File: src/rtl/assert_macros.svh
// ----------------------------------------------------------------------------
// Assertion macros
// Shared concurrent assertion forms; they compile to nothing under SYNTH.
// ----------------------------------------------------------------------------
`ifndef ASSERT_MACROS_SVH
`define ASSERT_MACROS_SVH
`ifndef SYNTH
`define ASSERT_SAME(label, clk, rst_n, ante, cons) \
    label: assert property (@(posedge clk) disable iff (!rst_n) (ante) |-> (cons)) \
        else $error("assertion failed");
`define ASSERT_NEXT(label, clk, rst_n, ante, cons) \
    label: assert property (@(posedge clk) disable iff (!rst_n) (ante) |=> (cons)) \
        else $error("assertion failed");
`else
`define ASSERT_SAME(label, clk, rst_n, ante, cons)
`define ASSERT_NEXT(label, clk, rst_n, ante, cons)
`endif
`endif

File: src/rtl/wsdf_pkg.sv
// ----------------------------------------------------------------------------
// WebSocket deframer package
// Result codes, error codes, parse phases and the result beat type.
// ----------------------------------------------------------------------------
package wsdf_pkg;

    localparam int CFG_INDEX_W = 1;
    localparam int CFG_DATA_W  = 32;

    localparam logic [CFG_INDEX_W-1:0] REG_MAX_FRAME   = 1'b0;
    localparam logic [CFG_INDEX_W-1:0] REG_MAX_MESSAGE = 1'b1;

    localparam logic [31:0] DEF_FRAME_BYTES   = 32'd65536;
    localparam logic [31:0] DEF_MESSAGE_BYTES = 32'd1048576;

    localparam logic [6:0]  LEN7_EXT16     = 7'd126;
    localparam logic [6:0]  LEN7_EXT64     = 7'd127;
    localparam logic [63:0] CTRL_MAX_BYTES = 64'd125;
    localparam logic [3:0]  OP_CONTINUE    = 4'd0;
    localparam logic [3:0]  OP_BINARY      = 4'd2;

    typedef enum logic [1:0] {
        KIND_DATA  = 2'd0,
        KIND_EMPTY = 2'd1,
        KIND_ERROR = 2'd2
    } kind_t;

    typedef enum logic [3:0] {
        ERR_NONE       = 4'd0,
        ERR_RSV        = 4'd1,
        ERR_LEN_MSB    = 4'd2,
        ERR_CTRL_LONG  = 4'd3,
        ERR_CTRL_FRAG  = 4'd4,
        ERR_FRAME_BIG  = 4'd5,
        ERR_NESTED     = 4'd6,
        ERR_STRAY_CONT = 4'd7,
        ERR_MSG_BIG    = 4'd8
    } err_t;

    typedef enum logic [1:0] {
        PH_HEADER  = 2'b01,
        PH_PAYLOAD = 2'b10
    } phase_t;

    typedef struct packed {
        kind_t      kind;
        logic [7:0] data;
        logic [3:0] opcode;
        logic       fin;
        logic       frame_last;
        logic       message_last;
        logic       msg_binary;
        err_t       error_code;
    } result_t;

endpackage

File: src/rtl/wsdf_parser.sv
// ----------------------------------------------------------------------------
// WebSocket frame parser
// Per-byte header parsing, payload unmasking and protocol checks.
// ----------------------------------------------------------------------------
`include "assert_macros.svh"

module wsdf_parser (
    input  logic             clk,
    input  logic             rst_n,
    input  logic             accept,
    input  logic [7:0]       byte_in,
    input  logic [31:0]      frame_limit,
    input  logic [31:0]      message_limit,
    output logic             push,
    output wsdf_pkg::result_t result
);
    import wsdf_pkg::*;

    phase_t      phase_reg, phase_next;
    logic [3:0]  header_count_reg, header_count_next;
    logic [3:0]  header_need_reg, header_need_next;
    logic        fin_reg, fin_next;
    logic [3:0]  opcode_reg, opcode_next;
    logic        mask_on_reg, mask_on_next;
    logic [63:0] length_reg, length_next;
    logic [31:0] mask_key_reg, mask_key_next;
    logic [31:0] remaining_reg, remaining_next;
    logic [1:0]  mask_idx_reg, mask_idx_next;
    logic        in_message_reg, in_message_next;
    logic        binary_reg, binary_next;
    logic [31:0] msg_len_reg, msg_len_next;
    logic        error_stuck_reg, error_stuck_next;

    logic [6:0]  len7;
    logic [3:0]  ext_bytes;
    logic        hdr_done;
    logic        ctrl;
    logic        start;
    logic        bin_v;
    logic        last;
    logic [7:0]  key_byte;
    err_t        err;

    always_comb
    begin
        phase_next        = phase_reg;
        header_count_next = header_count_reg;
        header_need_next  = header_need_reg;
        fin_next          = fin_reg;
        opcode_next       = opcode_reg;
        mask_on_next      = mask_on_reg;
        length_next       = length_reg;
        mask_key_next     = mask_key_reg;
        remaining_next    = remaining_reg;
        mask_idx_next     = mask_idx_reg;
        in_message_next   = in_message_reg;
        binary_next       = binary_reg;
        msg_len_next      = msg_len_reg;
        error_stuck_next  = error_stuck_reg;

        len7      = byte_in[6:0];
        ext_bytes = header_need_reg - 4'd2 - (mask_on_reg ? 4'd4 : 4'd0);
        hdr_done  = 1'b0;
        ctrl      = opcode_reg[3];
        start     = 1'b0;
        bin_v     = binary_reg;
        last      = (remaining_reg == 32'd1);
        err       = ERR_NONE;
        push      = 1'b0;
        result    = '0;

        case (mask_idx_reg)
            2'd0:    key_byte = mask_key_reg[31:24];
            2'd1:    key_byte = mask_key_reg[23:16];
            2'd2:    key_byte = mask_key_reg[15:8];
            default: key_byte = mask_key_reg[7:0];
        endcase

        if (accept && !error_stuck_reg)
        begin
            if (phase_reg == PH_HEADER)
            begin
                header_count_next = header_count_reg + 4'd1;
                if (header_count_reg == 4'd0)
                begin
                    fin_next    = byte_in[7];
                    opcode_next = byte_in[3:0];
                    if (byte_in[6:4] != 3'd0)
                    begin
                        err = ERR_RSV;
                    end
                end
                else
                begin
                    if (header_count_reg == 4'd1)
                    begin
                        mask_on_next     = byte_in[7];
                        mask_key_next    = '0;
                        length_next      = (len7 < LEN7_EXT16) ? {57'd0, len7} : 64'd0;
                        header_need_next = 4'd2 + ((len7 == LEN7_EXT16) ? 4'd2 : 4'd0)
                                         + ((len7 == LEN7_EXT64) ? 4'd8 : 4'd0)
                                         + (byte_in[7] ? 4'd4 : 4'd0);
                    end
                    else if ((header_count_reg - 4'd2) < ext_bytes)
                    begin
                        length_next = {length_reg[55:0], byte_in};
                    end
                    else
                    begin
                        mask_key_next = {mask_key_reg[23:0], byte_in};
                    end
                    hdr_done = (header_count_next >= header_need_next);
                end

                if (hdr_done)
                begin
                    start = !ctrl && (opcode_reg != OP_CONTINUE);
                    if (length_next[63])
                    begin
                        err = ERR_LEN_MSB;
                    end
                    else if (ctrl && (length_next > CTRL_MAX_BYTES))
                    begin
                        err = ERR_CTRL_LONG;
                    end
                    else if (ctrl && !fin_reg)
                    begin
                        err = ERR_CTRL_FRAG;
                    end
                    else if (length_next > {32'd0, frame_limit})
                    begin
                        err = ERR_FRAME_BIG;
                    end
                    else if (start && in_message_reg)
                    begin
                        err = ERR_NESTED;
                    end
                    else if (!ctrl && !start && !in_message_reg)
                    begin
                        err = ERR_STRAY_CONT;
                    end
                    else
                    begin
                        if (start)
                        begin
                            bin_v        = (opcode_reg == OP_BINARY);
                            binary_next  = bin_v;
                            msg_len_next = '0;
                        end
                        if (length_next == 64'd0)
                        begin
                            push                = 1'b1;
                            result.kind         = KIND_EMPTY;
                            result.frame_last   = 1'b1;
                            result.message_last = !ctrl && fin_reg;
                            result.msg_binary   = !ctrl && bin_v;
                            if (!ctrl)
                            begin
                                in_message_next = !fin_reg;
                                if (fin_reg)
                                begin
                                    msg_len_next = '0;
                                end
                            end
                            header_count_next = 4'd0;
                            header_need_next  = 4'd2;
                        end
                        else
                        begin
                            if (!ctrl)
                            begin
                                in_message_next = 1'b1;
                            end
                            remaining_next = length_next[31:0];
                            mask_idx_next  = 2'd0;
                            phase_next     = PH_PAYLOAD;
                        end
                    end
                end
            end
            else
            begin
                if (!ctrl && (msg_len_reg >= message_limit))
                begin
                    err = ERR_MSG_BIG;
                end
                else
                begin
                    if (!ctrl)
                    begin
                        msg_len_next = msg_len_reg + 32'd1;
                    end
                    mask_idx_next       = mask_idx_reg + 2'd1;
                    remaining_next      = remaining_reg - 32'd1;
                    push                = 1'b1;
                    result.kind         = KIND_DATA;
                    result.data         = byte_in ^ (mask_on_reg ? key_byte : 8'd0);
                    result.frame_last   = last;
                    result.message_last = !ctrl && last && fin_reg;
                    result.msg_binary   = !ctrl && binary_reg;
                    if (last)
                    begin
                        if (!ctrl)
                        begin
                            in_message_next = !fin_reg;
                            if (fin_reg)
                            begin
                                msg_len_next = '0;
                            end
                        end
                        phase_next        = PH_HEADER;
                        header_count_next = 4'd0;
                        header_need_next  = 4'd2;
                    end
                end
            end

            if (err != ERR_NONE)
            begin
                error_stuck_next    = 1'b1;
                push                = 1'b1;
                result              = '0;
                result.kind         = KIND_ERROR;
                result.error_code   = err;
            end
        end

        result.opcode = opcode_next;
        result.fin    = fin_next;
    end

    always_ff @(posedge clk or negedge rst_n)
    begin
        if (!rst_n)
        begin
            phase_reg        <= PH_HEADER;
            header_count_reg <= '0;
            header_need_reg  <= 4'd2;
            fin_reg          <= 1'b0;
            opcode_reg       <= '0;
            mask_on_reg      <= 1'b0;
            length_reg       <= '0;
            mask_key_reg     <= '0;
            remaining_reg    <= '0;
            mask_idx_reg     <= '0;
            in_message_reg   <= 1'b0;
            binary_reg       <= 1'b0;
            msg_len_reg      <= '0;
            error_stuck_reg  <= 1'b0;
        end
        else
        begin
            phase_reg        <= phase_next;
            header_count_reg <= header_count_next;
            header_need_reg  <= header_need_next;
            fin_reg          <= fin_next;
            opcode_reg       <= opcode_next;
            mask_on_reg      <= mask_on_next;
            length_reg       <= length_next;
            mask_key_reg     <= mask_key_next;
            remaining_reg    <= remaining_next;
            mask_idx_reg     <= mask_idx_next;
            in_message_reg   <= in_message_next;
            binary_reg       <= binary_next;
            msg_len_reg      <= msg_len_next;
            error_stuck_reg  <= error_stuck_next;
        end
    end

    `ASSERT_NEXT(a_error_sticks, clk, rst_n, error_stuck_reg, error_stuck_reg)
    `ASSERT_SAME(a_payload_nonempty, clk, rst_n, phase_reg == PH_PAYLOAD,
                 remaining_reg != 32'd0)
    `ASSERT_SAME(a_silent_after_error, clk, rst_n, error_stuck_reg, !push)

endmodule

File: src/rtl/wsdf_outbuf.sv
// ----------------------------------------------------------------------------
// WebSocket deframer result buffer
// Output register with one skid entry; the input stalls only while both hold.
// ----------------------------------------------------------------------------
`include "assert_macros.svh"

module wsdf_outbuf (
    input  logic              clk,
    input  logic              rst_n,
    input  logic              push,
    input  wsdf_pkg::result_t push_data,
    output logic              full,
    output logic              out_valid,
    input  logic              out_stall,
    output wsdf_pkg::result_t out_data
);
    import wsdf_pkg::*;

    logic    main_valid_reg, main_valid_next;
    logic    skid_valid_reg, skid_valid_next;
    result_t main_reg, main_next;
    result_t skid_reg, skid_next;
    logic    pop;

    assign pop       = main_valid_reg && !out_stall;
    assign full      = skid_valid_reg;
    assign out_valid = main_valid_reg;
    assign out_data  = main_reg;

    always_comb
    begin
        main_valid_next = main_valid_reg;
        skid_valid_next = skid_valid_reg;
        main_next       = main_reg;
        skid_next       = skid_reg;
        if (skid_valid_reg)
        begin
            if (pop)
            begin
                main_next       = skid_reg;
                skid_valid_next = 1'b0;
            end
        end
        else if (push)
        begin
            if (!main_valid_reg || pop)
            begin
                main_next       = push_data;
                main_valid_next = 1'b1;
            end
            else
            begin
                skid_next       = push_data;
                skid_valid_next = 1'b1;
            end
        end
        else if (pop)
        begin
            main_valid_next = 1'b0;
        end
    end

    always_ff @(posedge clk or negedge rst_n)
    begin
        if (!rst_n)
        begin
            main_valid_reg <= 1'b0;
            skid_valid_reg <= 1'b0;
        end
        else
        begin
            main_valid_reg <= main_valid_next;
            skid_valid_reg <= skid_valid_next;
        end
    end

    always_ff @(posedge clk)
    begin
        main_reg <= main_next;
        skid_reg <= skid_next;
    end

    `ASSERT_SAME(a_skid_behind_main, clk, rst_n, skid_valid_reg, main_valid_reg)
    `ASSERT_NEXT(a_skid_catches, clk, rst_n, push && main_valid_reg && out_stall,
                 skid_valid_reg)
    `ASSERT_NEXT(a_skid_drains, clk, rst_n, skid_valid_reg && !out_stall,
                 main_valid_reg && !skid_valid_reg)

endmodule

File: src/rtl/websocket_frame_deframer.sv
// ----------------------------------------------------------------------------
// WebSocket frame deframer
// Receive-side frame header parser, payload unmasker and protocol checker.
// ----------------------------------------------------------------------------
// The block takes one received byte per beat and accepts a new byte on every
// clock cycle while in_stall is low; each byte's result is registered in the
// output buffer after the parser logic. Header bytes give no result, payload
// bytes give one unmasked data beat, a frame with an empty payload gives one
// end beat, and a protocol violation gives one error beat after which all
// bytes are consumed silently until reset. The output has a two-entry buffer,
// and in_stall is high exactly while two results are waiting for the
// consumer. Register 0 sets the largest frame payload and register 1 the
// largest message payload; a zero value selects 65536 and 1048576 bytes.
`include "assert_macros.svh"

module websocket_frame_deframer (
    input  logic                               clk,
    input  logic                               rst_n,
    input  logic                               cfg_we,
    input  logic [wsdf_pkg::CFG_INDEX_W-1:0]   cfg_index,
    input  logic [wsdf_pkg::CFG_DATA_W-1:0]    cfg_data,
    input  logic                               in_valid,
    output logic                               in_stall,
    input  logic [7:0]                         byte_in,
    output logic                               out_valid,
    input  logic                               out_stall,
    output logic [1:0]                         result_kind,
    output logic [7:0]                         data_out,
    output logic [3:0]                         frame_opcode,
    output logic                               frame_fin,
    output logic                               frame_last,
    output logic                               message_last,
    output logic                               message_is_binary,
    output logic [3:0]                         error_code
);
    import wsdf_pkg::*;

    logic [31:0] max_frame_reg;
    logic [31:0] max_message_reg;
    logic [31:0] frame_limit;
    logic [31:0] message_limit;
    logic        accept;
    logic        push;
    result_t     push_data;
    result_t     out_data;

    always_ff @(posedge clk or negedge rst_n)
    begin
        if (!rst_n)
        begin
            max_frame_reg   <= DEF_FRAME_BYTES;
            max_message_reg <= DEF_MESSAGE_BYTES;
        end
        else if (cfg_we)
        begin
            case (cfg_index)
                REG_MAX_FRAME:   max_frame_reg   <= cfg_data;
                REG_MAX_MESSAGE: max_message_reg <= cfg_data;
                default:         max_frame_reg   <= max_frame_reg;
            endcase
        end
    end

    assign frame_limit   = (max_frame_reg == 32'd0) ? DEF_FRAME_BYTES : max_frame_reg;
    assign message_limit = (max_message_reg == 32'd0) ? DEF_MESSAGE_BYTES : max_message_reg;
    assign accept        = in_valid && !in_stall;

    wsdf_parser u_parser (
        .clk           (clk),
        .rst_n         (rst_n),
        .accept        (accept),
        .byte_in       (byte_in),
        .frame_limit   (frame_limit),
        .message_limit (message_limit),
        .push          (push),
        .result        (push_data)
    );

    wsdf_outbuf u_outbuf (
        .clk       (clk),
        .rst_n     (rst_n),
        .push      (push),
        .push_data (push_data),
        .full      (in_stall),
        .out_valid (out_valid),
        .out_stall (out_stall),
        .out_data  (out_data)
    );

    assign result_kind       = out_data.kind;
    assign data_out          = out_data.data;
    assign frame_opcode      = out_data.opcode;
    assign frame_fin         = out_data.fin;
    assign frame_last        = out_data.frame_last;
    assign message_last      = out_data.message_last;
    assign message_is_binary = out_data.msg_binary;
    assign error_code        = out_data.error_code;

    `ASSERT_SAME(a_kind_legal, clk, rst_n, out_valid,
                 result_kind == KIND_DATA || result_kind == KIND_EMPTY
                 || result_kind == KIND_ERROR)
    `ASSERT_SAME(a_error_has_code, clk, rst_n, out_valid && result_kind == KIND_ERROR,
                 error_code != ERR_NONE && !frame_last && data_out == 8'd0)
    `ASSERT_SAME(a_data_no_code, clk, rst_n, out_valid && result_kind != KIND_ERROR,
                 error_code == ERR_NONE)

endmodule
File: config.mk
export PLATFORM = sky130hd
export DESIGN_NAME = websocket_frame_deframer
export DESIGN_NICKNAME = d
export VERILOG_FILES = /design/src/rtl/wsdf_pkg.sv /design/src/rtl/wsdf_parser.sv /design/src/rtl/wsdf_outbuf.sv /design/src/rtl/websocket_frame_deframer.sv
export VERILOG_INCLUDE_DIRS = /design/src /design/src/rtl
export SDC_FILE = /design/constraint.sdc
export NUM_CORES = 1
export LEC_CHECK = 0
export BUFFER_PORTS_ARGS = -buffer_cell sky130_fd_sc_hd__clkbuf_2
export CORE_UTILIZATION = 40
export CTS_BUF_LIST = sky130_fd_sc_hd__clkbuf_8
export DETAILED_ROUTE_END_ITERATION = 12
export GPL_ROUTABILITY_DRIVEN = 0
export PLACE_DENSITY = 0.57
export SYNTH_ARGS = -nofsm -noshare
export SYNTH_HDL_FRONTEND = slang
export SYNTH_SLANG_ARGS = --single-unit
File: constraint.sdc
create_clock -name clk -period 13.2 [get_ports clk]
set_clock_uncertainty 0.15 [all_clocks]
set_input_delay 1.32 -clock clk [delete_from_list [all_inputs] [get_ports clk]]
set_output_delay 1.32 -clock clk [all_outputs]
set_load 0.01 [all_outputs]
==> impl_metrics.py <==
metrics = {
    "detailed_routing": {
        "drtIter0Drc": 1121,
        "wl_met1_um": 20700,
        "wl_um": 44900,
        "wire_per_inst_um": 18.7,
        "highest_layer": "met4",
        "ant_nets": 0,
        "drc": 0,
        "vias": 13356,
        "wl_met2_um": 20200,
        "firstDrtPassIters": 8,
        "wl_met3_um": 2190,
        "viasPerCell": 5.57,
    },
    "synth": {
        "ys_seq_area_share_pct": 46.7,
        "synth-seq-cells": 291,
        "synth_top_family_by_area": "compound AO/OA/AOI/OAI gates",
        "synth_fa_ha_area_share_pct": 7.08,
        "avgSynthCellArea_um2": 9.04,
        "ys_warn_count": 0,
        "synth-simple-area-share_pct": 18.6,
        "synth-xor-area-share_pct": 0.817,
        "syn_nets": 1910,
        "synth_edf_count": 44,
        "synth.mux.area_fraction_pct": 3.21,
        "synth_cell_types": 76,
        "syn_inst": 1778,
        "synth.cell_area_mm2": 0.0161,
        "synth_flop_cell": "dfrtp_1",
        "async_flop_share_pct": 84.9,
        "synth_compound_area_share_pct": 18.7,
    },
    "cts": {
        "cts_sinks": 291,
        "cts_tree": "yes",
        "clk_latency_ns": 0.63,
        "clk_pin_slew_worst_paths_ns": 0.06,
        "cts_buffers": 52,
        "ctsHoldBuffers": 0,
        "cts_buffer_depth": 3,
        "cts_resized": 0,
        "post_cts_buffers": 0,
        "cts-root-buf": "clkbuf_8",
        "cts.htree.levels": 2,
    },
    "worst_setup_path": {
        "crit_slowest_cell": "a21boi_2",
        "critPathKind": "flop to flop",
        "slowest_delay_ns": 0.86,
        "cp_max_fo": 93,
        "worstPathRequired_ns": 13.28,
        "crit_chain": "ha_1 -> or3b_4 -> buf_4 -> nor2_1 -> a21oi_1 -> buf_4 -> a22oi_1 -> inv_1 -> ha_1 -> a21o_1 -> nand3_1 -> a21oi_1 -> a2111oi_0 -> o21ai_0 -> a22oi_1 -> and3_1 -> nand3_1 -> nand3_1 -> nand2_1 -> a21boi_2",
        "ff2ff_path_depth": 20,
        "start_kind": "flop",
        "cp_common_cell": "nand3_1",
        "critPathArrivalTime_ns": 6.92,
        "worstSetupEndpointType": "flop",
    },
    "floorplanning": {
        "die_h_um": 202,
        "row_count": 73,
        "die_w_um": 202,
        "ioPinCount": 70,
        "core-area_mm2": 0.0397,
        "start_util_pct": 40.5,
        "fp.dieArea_mm2": 0.0410,
    },
    "power": {
        "irDropWorstVdd_mv": 0.0773,
        "power_frac_comb_pct": 32.4,
        "intPower_mw": 1.91,
        "p_sw_share_pct": 37.7,
        "power.switching_mw": 1.16,
        "pwr-share-seq_pct": 39.0,
        "p_leak_nw": 8.17,
        "clkPwrFrac_pct": 28.6,
        "power_density_mw_per_mm2": 170,
    },
    "layout": {
        "post-route-util_pct": 45.2,
        "layout_commonest_cell": "nand2_1",
        "layout_common_cells": "nand2_1 (323), dfrtp_1 (243), o21ai_0 (148), nor2_1 (117), inv_1 (114)",
        "areaGrowthSynthToFinish_pct": 11.8,
        "layout.nets": 1959,
        "drive_gt1_share_pct": 13.0,
        "largest_reg_flops": 64,
    },
    "placement": {
        "place_hpwl_um": 31600,
        "port_buffers": 69,
    },
    "status": {
        "status": "complete, no violations",
    },
    "timing": {
        "finalSetupViolCount": 0,
        "period_share_pct": 51.8,
        "fin_tns_setup_ns": 0,
        "final_hold_viol_count": 0,
        "rsz0062_at_grt": "no",
        "slew_violations": 0,
        "tightest_slew_ns": 1.32,
        "min_period_ns": 6.84,
        "clock.fmax_mhz": 146,
        "max_slew_margin_pct": 11.9,
    },
    "global_routing": {
        "grt_pass1_wl_um": 72700,
        "overflow": 0,
        "antenna_found_initial": 1,
        "grt_pass1_vias": 13126,
        "grt_max_degree": 107,
        "track_usage_pct": 22.2,
    },
    "min_path": {
        "min_path_cells": 1,
        "min_path_type": "flop to flop",
    },
    "run": {
        "max_cap_violations": 0,
    },
}
==> layer usage <==
layer,track usage [%],vias up
li1,-,6477
met1,31.4,6420
met2,33.8,359
met3,3.34,100
met4,9.94,0
met5,0,-
==> Yosys cell counts (all sizes together) (29+ instances only) <==
| library cell | n | area share (%) |
|---|---|---|
| nand2 | 323 | 7.5 |
| dfrtp | 243 | 38 |
| o21ai | 155 | 4.8 |
| nor2 | 122 | 2.8 |
| a21oi | 110 | 3.4 |
| inv | 98 | 2.3 |
| ha | 86 | 6.7 |
| clkbuf | 73 | 1.7 |
| edfxtp | 44 | 8.2 |
| mux2 | 44 | 3.1 |
| nand3 | 42 | 1.3 |
| nor4 | 41 | 1.6 |
| a31oi | 30 | 1.2 |
| nor3 | 30 | 0.93 |
| a21o | 29 | 1.4 |
==> power groups by stage <==
stage / logic (mW) / clock network [mW] / registers, mW
finish: 0.993 / 0.876 / 1.19
floorplan: 0.704 / 0 / 1.16
global placement: 0.968 / 0 / 1.20
detailed placement: 0.987 / 0 / 1.21
CTS: 0.992 / 0.902 / 1.19
global route: 1.12 / 0.942 / 1.21
==> critical path, delay by kind of cell, from the launching register on <==
family	cells	cell delay, ns
simple gates	7	1.31
compound gates	8	2.87
fa+ha+maj	2	0.50
buf+inv	3	1.12
flops	1	0.46
==> cell type report <==
type                       count  area, µm²
clock buffer                  65        895
clock inverter                33        195
tap                          525        657
timing repair buffer          93        536
inverter                      98        368
sequential                   291       7510
fill                        3882      21800
multi-input combinational   1291       7810
antenna                        1       2.50
==> final timing paths <==
| check | startpoint | end | slack [ns] |
|---|---|---|---|
| max | u_parser.header_count_reg[0] | u_outbuf.out_data[21] | 6.36 |
| min | u_parser.header_need_reg[2] | u_parser.header_need_reg[2] | 0.33 |
| max reg2reg | u_parser.header_count_reg[0] | u_outbuf.out_data[21] | 6.36 |
| min reg2reg | u_parser.header_need_reg[2] | u_parser.header_need_reg[2] | 0.33 |
| max in group asynchronous | rst_n | u_parser.remaining_reg[30] | 10.67 |
| min in group asynchronous | rst_n | u_parser.msg_len_reg[29] | 0.59 |
==> stage by stage <==
step	area (µm²)	total power, mW	setup WS, ns	instances	hold WS [ns]
floorplan	16100	1.87	6.55	1778	0.300
global placement	16900	2.17	6.56	2298	0.312
detailed placement	16900	2.19	6.45	2298	0.316
CTS	18000	3.09	6.40	2396	0.330
global route	18000	3.28	5.70	2397	0.350
finish	18000	3.06	6.36	2397	0.328
==> cell families (layout without fill, tap and decap cells) <==
| family | after synthesis | count (layout) |
|---|---|---|
| buffers and inverters | 196 | 289 |
| adder cells (fa/ha/maj) | 92 | 92 |
| XOR/XNOR | 15 | 15 |
| AO/OA/AOI/OAI | 477 | 477 |
| multiplexers | 46 | 46 |
| AND/OR/NAND/NOR | 661 | 661 |
| other | 0 | 1 |
| flip-flops | 291 | 291 |
Note: power is estimated with default switching activity, not from simulation.
